File: config.mk
export PLATFORM = sky130hd
export DESIGN_NAME = form_query_pair_decoder_unit
export DESIGN_NICKNAME = d
export VERILOG_FILES = /design/src/rtl/core/fqpd_pkg.sv /design/src/rtl/core/form_query_pair_decoder_unit.sv
export SDC_FILE = /design/constraint.sdc
export NUM_CORES = 1
export LEC_CHECK = 0
export ABC_AREA = 1
export BUFFER_PORTS_ARGS = -buffer_cell sky130_fd_sc_hd__buf_4
export CAP_MARGIN = 20
export CELL_PAD_IN_SITES_DETAIL_PLACEMENT = 0
export CELL_PAD_IN_SITES_GLOBAL_PLACEMENT = 1
export CORE_UTILIZATION = 42
export CTS_CLUSTER_DIAMETER = 200
export DETAILED_ROUTE_END_ITERATION = 16
export HOLD_SLACK_MARGIN = 0.15
export PLACE_DENSITY = 0.8
export SLEW_MARGIN = 25
export SYNTH_ARGS = -nofsm -noshare
export SYNTH_HDL_FRONTEND = slang
export SYNTH_SLANG_ARGS = --single-unit
File: constraint.sdc
create_clock -name clock -period 4.1 [get_ports clock]
set_input_delay 0.41 -clock clock [delete_from_list [all_inputs] [get_ports clock]]
set_output_delay 0.41 -clock clock [all_outputs]
set_load 0.01 [all_outputs]
File: src/rtl/core/fqpd_pkg.sv
// ----------------------------------------------------------------------------
// fqpd_pkg
// Types, character codes and helpers of the form query pair decoder.
// ----------------------------------------------------------------------------
`default_nettype none

package fqpd_pkg;

   localparam logic [7:0] CHAR_AMP   = 8'h26;  // '&'
   localparam logic [7:0] CHAR_EQ    = 8'h3D;  // '='
   localparam logic [7:0] CHAR_PLUS  = 8'h2B;  // '+'
   localparam logic [7:0] CHAR_PCT   = 8'h25;  // '%'
   localparam logic [7:0] CHAR_SPACE = 8'h20;

   localparam logic [1:0] ESC_NONE  = 2'd0;
   localparam logic [1:0] ESC_PCT   = 2'd1;
   localparam logic [1:0] ESC_DIGIT = 2'd2;

   localparam int unsigned MAX_RESULTS = 4;

   typedef struct packed {
      logic [7:0] in_byte;
      logic       end_of_query;
   } req_type;

   typedef struct packed {
      logic       has_byte;
      logic [7:0] out_byte;
      logic       in_value_part;
      logic       pair_end;
      logic       run_last;
   } rsp_type;

   // 0..15 for a hex digit of either case, 16 otherwise
   function automatic logic [4:0] hex_of(input logic [7:0] c);
      logic [4:0] h;
      h = 5'd16;
      if (c >= 8'h30 && c <= 8'h39) begin
         h = {1'b0, 4'(c - 8'h30)};
      end else if (c >= 8'h61 && c <= 8'h66) begin
         h = {1'b0, 4'(c - 8'h57)};
      end else if (c >= 8'h41 && c <= 8'h46) begin
         h = {1'b0, 4'(c - 8'h37)};
      end
      return h;
   endfunction

endpackage

`default_nettype wire

File: src/rtl/core/form_query_pair_decoder_unit.sv
// Timing: an accepted request is captured in the input register; once the
// result buffer can load, its results are registered there and shown on rsp_.
// Throughput: one request per cycle while rsp_stall is low and each causes at
// most one result; a request's k results (k up to 4) hold the buffer until popped.
// Reset: synchronous; clears parse state, input and result valid flags.
// ----------------------------------------------------------------------------
// form_query_pair_decoder_unit
// Streaming decoder for form-encoded query strings: splits pairs at '&',
// key/value at the first '=', decodes '+' and %XX, tags every byte.
// ----------------------------------------------------------------------------
`default_nettype none

module form_query_pair_decoder_unit
   import fqpd_pkg::*;
(
   input  wire logic    clock,
   input  wire logic    reset,
   input  wire logic    req_valid,
   output logic         req_stall,
   input  wire req_type req_data,
   output logic         rsp_valid,
   input  wire logic    rsp_stall,
   output rsp_type      rsp_data
);

   // input register
   logic    in_valid_ff, in_valid_in;
   req_type in_data_ff;

   // parse state
   logic       value_side_ff, value_side_in;
   logic       seg_nonempty_ff, seg_nonempty_in;
   logic [1:0] esc_ff, esc_in;
   logic [7:0] digit_ff, digit_in;

   // result buffer, head at entry 0
   rsp_type    res_ff [MAX_RESULTS];
   rsp_type    res_new [MAX_RESULTS];
   logic [2:0] rem_ff, rem_in;
   logic [2:0] n_new;

   logic pop, load, accept;

   assign pop       = (rem_ff != 3'd0) && !rsp_stall;
   assign load      = in_valid_ff && ((rem_ff == 3'd0) || ((rem_ff == 3'd1) && pop));
   assign req_stall = in_valid_ff && !load;
   assign accept    = req_valid && !req_stall;
   assign rsp_valid = (rem_ff != 3'd0);
   assign rsp_data  = res_ff[0];

   // single-pass decode of the registered byte
   always_comb begin
      logic [7:0] c;
      logic [4:0] h;
      logic [4:0] hh;
      logic       vs, ne, fresh;
      logic [1:0] ep;
      logic [7:0] hd;
      logic [2:0] n;
      rsp_type    res [MAX_RESULTS];

      c     = in_data_ff.in_byte;
      h     = hex_of(c);
      vs    = value_side_ff;
      ne    = seg_nonempty_ff;
      ep    = esc_ff;
      hd    = digit_ff;
      hh    = hex_of(hd);
      n     = 3'd0;
      fresh = 1'b0;
      for (int i = 0; i < MAX_RESULTS; i++) begin
         res[i] = '0;
      end

      unique case (ep)
         ESC_PCT: begin
            if (!h[4]) begin
               ep = ESC_DIGIT;
               hd = c;
            end else begin
               res[n[1:0]] = '{1'b1, CHAR_PCT, vs, 1'b0, 1'b0};
               n = n + 3'd1;
               ep = ESC_NONE;
               fresh = 1'b1;
            end
         end
         ESC_DIGIT: begin
            if (!h[4]) begin
               res[n[1:0]] = '{1'b1, {hh[3:0], h[3:0]}, vs, 1'b0, 1'b0};
               n = n + 3'd1;
               ep = ESC_NONE;
               hd = 8'd0;
            end else begin
               res[n[1:0]] = '{1'b1, CHAR_PCT, vs, 1'b0, 1'b0};
               n = n + 3'd1;
               res[n[1:0]] = '{1'b1, hd, vs, 1'b0, 1'b0};
               n = n + 3'd1;
               ep = ESC_NONE;
               hd = 8'd0;
               fresh = 1'b1;
            end
         end
         default: begin
            ep = ESC_NONE;
            fresh = 1'b1;
         end
      endcase

      if (fresh) begin
         priority if (c == CHAR_AMP) begin
            if (ne) begin
               res[n[1:0]] = '{1'b0, 8'd0, 1'b0, 1'b1, 1'b0};
               n = n + 3'd1;
            end
            vs = 1'b0;
            ne = 1'b0;
         end else if (c == CHAR_EQ && !vs) begin
            ne = 1'b1;
            vs = 1'b1;
         end else if (c == CHAR_PCT) begin
            ne = 1'b1;
            ep = ESC_PCT;
         end else if (c == CHAR_PLUS) begin
            ne = 1'b1;
            res[n[1:0]] = '{1'b1, CHAR_SPACE, vs, 1'b0, 1'b0};
            n = n + 3'd1;
         end else begin
            ne = 1'b1;
            res[n[1:0]] = '{1'b1, c, vs, 1'b0, 1'b0};
            n = n + 3'd1;
         end
      end

      // end of string: flush held escape, close segment, back to reset state
      if (in_data_ff.end_of_query) begin
         if (ep != ESC_NONE) begin
            res[n[1:0]] = '{1'b1, CHAR_PCT, vs, 1'b0, 1'b0};
            n = n + 3'd1;
         end
         if (ep == ESC_DIGIT) begin
            res[n[1:0]] = '{1'b1, hd, vs, 1'b0, 1'b0};
            n = n + 3'd1;
         end
         if (ne) begin
            res[n[1:0]] = '{1'b0, 8'd0, 1'b0, 1'b1, 1'b0};
            n = n + 3'd1;
         end
         vs = 1'b0;
         ne = 1'b0;
         ep = ESC_NONE;
         hd = 8'd0;
      end

      if (n != 3'd0) begin
         res[2'(n - 3'd1)].run_last = 1'b1;
      end

      res_new         = res;
      n_new           = n;
      value_side_in   = vs;
      seg_nonempty_in = ne;
      esc_in          = ep;
      digit_in        = hd;
   end

   always_comb begin
      in_valid_in = in_valid_ff;
      if (accept) begin
         in_valid_in = 1'b1;
      end else if (load) begin
         in_valid_in = 1'b0;
      end
   end

   always_comb begin
      rem_in = rem_ff;
      if (load) begin
         rem_in = n_new;
      end else if (pop) begin
         rem_in = rem_ff - 3'd1;
      end
   end

   always_ff @(posedge clock) begin
      if (reset) begin
         in_valid_ff     <= 1'b0;
         rem_ff          <= 3'd0;
         value_side_ff   <= 1'b0;
         seg_nonempty_ff <= 1'b0;
         esc_ff          <= ESC_NONE;
         digit_ff        <= 8'd0;
      end else begin
         in_valid_ff <= in_valid_in;
         rem_ff      <= rem_in;
         if (load) begin
            value_side_ff   <= value_side_in;
            seg_nonempty_ff <= seg_nonempty_in;
            esc_ff          <= esc_in;
            digit_ff        <= digit_in;
         end
      end
   end

   always_ff @(posedge clock) begin
      if (accept) begin
         in_data_ff <= req_data;
      end
      if (load) begin
         res_ff <= res_new;
      end else if (pop) begin
         for (int i = 0; i < MAX_RESULTS - 1; i++) begin
            res_ff[i] <= res_ff[i + 1];
         end
      end
   end

endmodule

`default_nettype wire

; Word level (Yosys, flattened, before mapping)
; Cells that the tools add are included.
[word_totals]
word_cells = 188
ff_bits = 73
in_bits = 13
output_inout_bits = 14
[op_classes]
addsub = 12
mux = 78
n_lt_le_gt_ge = 22
reduce_logical = 29
n_eq_ne = 8
bitwise_logic = 11
[ops]
columns = op, count
row1 = $mux 48, 13
row2 = $bwmux 48, 5
row3 = $demux 12 s2, 5
row4 = $and 44x44->44, 2
row5 = $not 44->44, 2
row6 = $mux 12, 7
row7 = $mux 36, 2
row8 = $mux 3, 13
row9 = $eq 8x6->1 const B, 4
row10 = $ge 8x7->1 const B, 4
row11 = $le 8x7->1 const B, 4
row12 = $pmux 12 s2, 1
row13 = $logic_and 1x1->1, 17
row14 = $ge 8x6->1 const B, 2
row15 = $le 8x6->1 const B, 2
row16 = $mux 2, 8
row17 = $mux 8, 2
row18 = $pmux 8 s2, 1
row19 = $sub 4x3->4 const B, 4
row20 = $ge 3x3->1 const B, 5
row21 = $lt 3x1->1 const B, 5
row22 = $mux 5, 3
row23 = $not 2->3, 5
row24 = $mux 1, 13
row25 = 17 further kinds, 31

; Longest topological paths before layout
[logic_depth]
depth_word = 30
ltp_mapped = 28
mapped_depth_nobuf = 27

; Worst setup path before layout
; OpenSTA, ideal clock, no wires.
[synth_path]
path_kind = reg2reg
startpoint = reg in_data_ff[2] (netlist name)
endpoint = reg res_ff[12] (netlist name) (data pin)
stages_incl_launch_ff = 27
synth_period_minus_slack_ns = 4.250
n_path_buf = 1
setup_ns = 0.252
t_required_ns = 3.848
t_arrival_ns = 3.997
path_slack_ns = -0.150
path_cell_list = edfxtp_1 -> inv_1 -> ha_1 -> inv_1 -> nand3_1 -> nand3_4 -> nand3_1 -> clkbuf_1 -> inv_1 -> ha_1 -> nand2_1 -> nand2_1 -> o21ai_2 -> ha_1 -> nand2_1 -> nand2_1 -> ha_1 -> or2_2 -> nand2_1 -> inv_1 -> ha_1 -> nand2_1 -> nand3_1 -> nand3_2 -> clkinv_1 -> nand2_1 -> nand2_1
[synth_between]
elab_chain_cells = 30
word_cells_on_any_way = 102
cone_classes = add/sub: 5 / order compare: 16 / eq/ne: 5 / mux: 56 / bitwise: 9 / reduce/logical: 11
[synth_rtl]
columns = item, line_no
row1 = from (decl), form_query_pair_decoder_unit.sv:28  ; req_type in_data_ff;
row2 = from (signal assigned), form_query_pair_decoder_unit.sv:206  ; in_data_ff <= req_data;
row3 = $ge 8x7->1 / $le 8x7->1 (equally long branches), fqpd_pkg.sv:42  ; end else if (c >= 8'h41 && c <= 8'h46) begin
row4 = $logic_and 1x1->1, fqpd_pkg.sv:42
row5 = $mux 5, fqpd_pkg.sv:42
row6 = $mux 5, fqpd_pkg.sv:40  ; end else if (c >= 8'h61 && c <= 8'h66) begin
row7 = $mux 5, fqpd_pkg.sv:38  ; if (c >= 8'h30 && c <= 8'h39) begin
row8 = $mux 2 / $mux 1 (equally long branches), "form_query_pair_decoder_unit.sv:88, form_query_pair_decoder_unit.sv:77"
row9 = $pmux 2 s2, form_query_pair_decoder_unit.sv:75  ; unique case (ep)
row10 = $add 3x1->3 / $not 2->3 (equally long branches), n/a
row11 = [14 not listed], n/a
row12 = $not 2->3 (implied by the code) (tied with other cells), form_query_pair_decoder_unit.sv:155  ; res[2'(n - 3'd1)].run_last = 1'b1;
row13 = $ge 3x3->1 (implied by the code) (tied with other cells), form_query_pair_decoder_unit.sv:155
row14 = $logic_and 1x1->1 (implied by the code) / $and 44x44->44 (equally long branches), n/a
row15 = $mux 1 (implied by the code) / $mux 48 (equally long branches), "form_query_pair_decoder_unit.sv:155, form_query_pair_decoder_unit.sv:144"
row16 = $demux 12 s2 / $mux 48 (equally long branches), "form_query_pair_decoder_unit.sv:155, form_query_pair_decoder_unit.sv:135"
row17 = $bwmux 48, form_query_pair_decoder_unit.sv:155
row18 = $mux 48 (*), form_query_pair_decoder_unit.sv:154  ; if (n != 3'd0) begin
row19 = $mux 36 (*), form_query_pair_decoder_unit.sv:208  ; if (load) begin
row20 = to (signal assigned), form_query_pair_decoder_unit.sv:209  ; res_ff <= res_new;
row21 = "to (signal, indexed assignment)", form_query_pair_decoder_unit.sv:212  ; res_ff[i] <= res_ff[i + 1];
row22 = to (decl), form_query_pair_decoder_unit.sv:37  ; rsp_type res_ff [MAX_RESULTS];
; Mark *: on every way between the ends. The rest lies on a longest branch, timed or not. The select of a mux whose other input is x is not followed.
; A chain may end at the register's enable or synchronous reset.

; Worst setup path in the final report
[layout_path]
startpoint = reg in_data_ff[1] (netlist name)
endpoint = reg res_ff[32] (netlist name) (data pin)
[layout_between]
elab_chain_cells = 30
word_cells_on_any_way = 102
cone_classes = add/sub: 5 / order compare: 14 / eq/ne: 5 / mux: 59 / bitwise: 9 / reduce/logical: 10
[layout_rtl]
columns = item, line_no
row1 = branches (longest 28 deep; another with $ge 8x7->1), n/a
row2 = $mux 48 (*), form_query_pair_decoder_unit.sv:154
row3 = $mux 36 (*), form_query_pair_decoder_unit.sv:208
; Mark *: on every way between the ends. The select of a mux whose other input is x is not followed.

==> flow_summary.yaml <==
clocking:
  cts-root-buf: "clkbuf_16"
  cts.sinks: 73
  clock_latency_ns: 0.34
  ctsHoldBuffers: 0
  clockBufferDepth: 2
  cts_tree: "done"
  clk_pin_slew_ns: 0.06
  htreeDepth: 3
  cts_inserted_buffers: 9
route:
  vias: 4897
  drc_errors: 0
  wl_mm: 16.6
  avgRoutedWirePerCell_um: 18.7
  drt_iter0_drc: 492
  postRouteAntennaNets: 0
  firstDrtPassIters: 5
  routed_via_density: 5.53
sta:
  finalMaxSlewViolations: 0
  fin_crit_sh_pct: 93.9
  finalCriticalPeriod_ns: 3.85
  relSlewSlack_pct: 45.1
  fin_hold_ws_ns: 0.242
  setup_slack_ns: 0.248
  final-hold-violation-count: 0
  worstMarginPinSlew_ns: 0.821
  skew_ns: 0.00724
  fmaxAchievable_ghz: 0.260
  setup_viol: 0
floorplanning:
  die_area_mm2: 0.0129
  rows: 40
  ios: 27
  initial_utilization_pct: 43.2
  die_x_um: 113
  core_mm2: 0.0121
  fp.dieH_um: 113
yosys:
  yosysTopAreaCell: "edfxtp_1"
  syn_area_mm2: 0.00521
  synth.distinct_cells: 50
  post-synth-top-count-cell: "nand2_1"
  syn_avg_cell_area_um2: 7.96
  ys_ff_latch: 73
  synth_edf_count: 57
  synth_nets: 697
  synth_top_cell_area_share_pct: 32.8
  synth_commonest_cells: "nand2_1 (147), inv_1 (86), edfxtp_1 (57)"
  synth_warnings: 0
  synth_area_leaders: "edfxtp_1 (33%), nand2_1 (11%), ha_1 (7.0%)"
  synth_cells: 655
  async_reset_ff_share_pct: 0
  yosysSeqAreaShare_pct: 39.0
  yosys_most_used_dff: "edfxtp_1"
critical_path:
  cpPeakStageDelay_ns: 0.45
  cp.arrival_ns: 3.95
  start_kind: "flop"
  endpoint_kind: "flop"
  critPathMostFrequentCell: "nand2_1"
  worstSetupStartpoint: "in_data_ff[1]"
  r2r_slack_ns: 0.25
  setup.worst_path.end: "res_ff[32]"
  r2r-end: "res_ff[32]"
  r2r_start: "in_data_ff[1]"
  crit_slowest_cell: "edfxtp_1"
  required_ns: 4.20
  criticalPathCategory: "flop to flop"
  worst-r2r-cell-count: 24
  path_cells: "inv_2 > ha_1 > inv_1 > nor2_1 > nand2_2 > inv_4 > nand2_1 > nand2_1 > nand2_1 > nand3_2 > nand2_2 > ha_1 > nand2_2 > nand2_1 > buf_4 > inv_1 > ha_1 > inv_1 > nor2_4 > inv_1 > nand2_1 > nand2_1 > nand3_1 > a32o_1"
  crit_fanout: 8
worst_hold_path:
  hold_start: "req_data[6]"
  hold_path.class: "input pin to flop"
grt:
  grt_max_degree: 49
  antenna_found_initial: 0
  grt_pass1_vias: 4635
  grt-ovfl-total: 0
  gr-usage-all-layers_pct: 27.0
  grt_pass1_wl_mm: 25.7
run:
  maxCapViolCount: 0
power:
  power_mw: 3.09
  ir_drop_mv: 0.296
  leakagePower_nw: 2.66
  cellPowerDensity_mw_per_mm2: 495
cells_and_area:
  final_cell_area_mm2: 0.00624
  areaGrowthSynthToFinish_pct: 19.7
  nets: 755
  n_antenna_cell: 0
  drive_gt1_share_pct: 23.5
  fin_cells: 886
placed_design:
  place_ws_ns: -0.0191
  dpl.hpwl_mm: 12.7
  globalplace.congestion: 0.976
  post-place-cells: 860
  place_area_mm2: 0.00574
  portBuffers: 26
status:
  status: "finished, final reports clean"
[state kept, by name, summed over array words and instances (netlist names)]
register and count:
digit_ff 8, esc_ff 2, in_data_ff 9, in_valid_ff 1, rem_ff 3, res_ff 36, rsp_data 12, seg_nonempty_ff 1
value_side_ff 1
[cell usage in the layout (no fill, tap or decap), types with 8 or more instances in the layout]
cell / count
buf_4: 71
dfxtp_1: 16
ha_1: 26
inv_1: 80
nand3_1: 48
edfxtp_1: 57
o21ai_0: 34
nand3_2: 10
nor2_1: 42
nand2_1: 140
nand2_2: 15
o22ai_1: 8
o21ai_1: 8
inv_2: 17
o211ai_1: 12
clkbuf_16: 9
a21oi_1: 25
[power breakdown]
| part | switching (mW) | total, mW | leakage (nW) | internal, mW |
|---|---|---|---|---|
| clock network | 0.330 | 0.819 | 0.149 | 0.489 |
| registers | 0.0796 | 1.24 | 0.678 | 1.16 |
| logic | 0.647 | 1.03 | 1.84 | 0.380 |
| total | 1.06 | 3.09 | 2.66 | 2.03 |
[critical path: cells and delay by family, from the launching register on]
family                   cells  cell delay [ns]
AND/OR/NAND/NOR             13             1.53
buffers and inverters        7             0.70
adder cells (fa/ha/maj)      3             0.63
flip-flops                   1             0.45
AO/OA/AOI/OAI                1             0.29
[what timing repair did]
| action | 4_1_cts | 5_1_grt |
|---|---|---|
| buffers inserted | 1 | 9 |
| resized for setup | 1 | 37 |
| setup endpoints to repair | 13 | 50 |
| pin swaps | 0 | 14 |
[per-layer routing]
| layer | global-route usage [%] | share of wire (%) | vias to the layer above |
|---|---|---|---|
| li1 | - | - | 2337 |
| met1 | 35.1 | 44 | 2333 |
| met2 | 44.0 | 46 | 185 |
| met3 | 4.30 | 6.1 | 42 |
| met4 | 12.7 | 4.1 | 0 |
| met5 | 0 | 0 | - |
[cells by family after synthesis]
family | Yosys count | synth area share (%)
mux | 1 | 0.192
xor+xnor | 2 | 0.336
simple gates | 289 | 26.0
buf+inv | 129 | 10.7
compound gates | 132 | 16.8
flops | 73 | 39.0
fa+ha+maj | 29 | 6.96
[worst min path at each step]
stage,cells after the start,end,slack (ns)
2_1_floorplan,2,esc_ff[1],0.46
3_3_place_gp,2,digit_ff[5],0.48
5_1_grt,1,in_data_ff[7],0.24
4_1_cts,1,in_data_ff[6],0.23
6_report,1,in_data_ff[6],0.24
3_5_place_dp,2,digit_ff[5],0.48
[metrics by stage]
step	TNS [ns]	util, %
2_1_floorplan	0	-
3_3_place_gp	0	47.6
3_5_place_dp	-0.0500	47.6
4_1_cts	-0.00213	50.3
5_1_grt	-0.172	51.7
6_report	0	51.7
[layout make-up]
cell class / instances / area (um2)
clock buffers: 10 / 239
clock inverters: 6 / 65.1
fillers: 1136 / 5820
inverters: 103 / 394
multi-input cells: 453 / 2730
flip-flops and latches: 73 / 2030
well taps: 168 / 210
repair buffers: 73 / 564
Note: power is estimated with default switching activity, not from simulation.
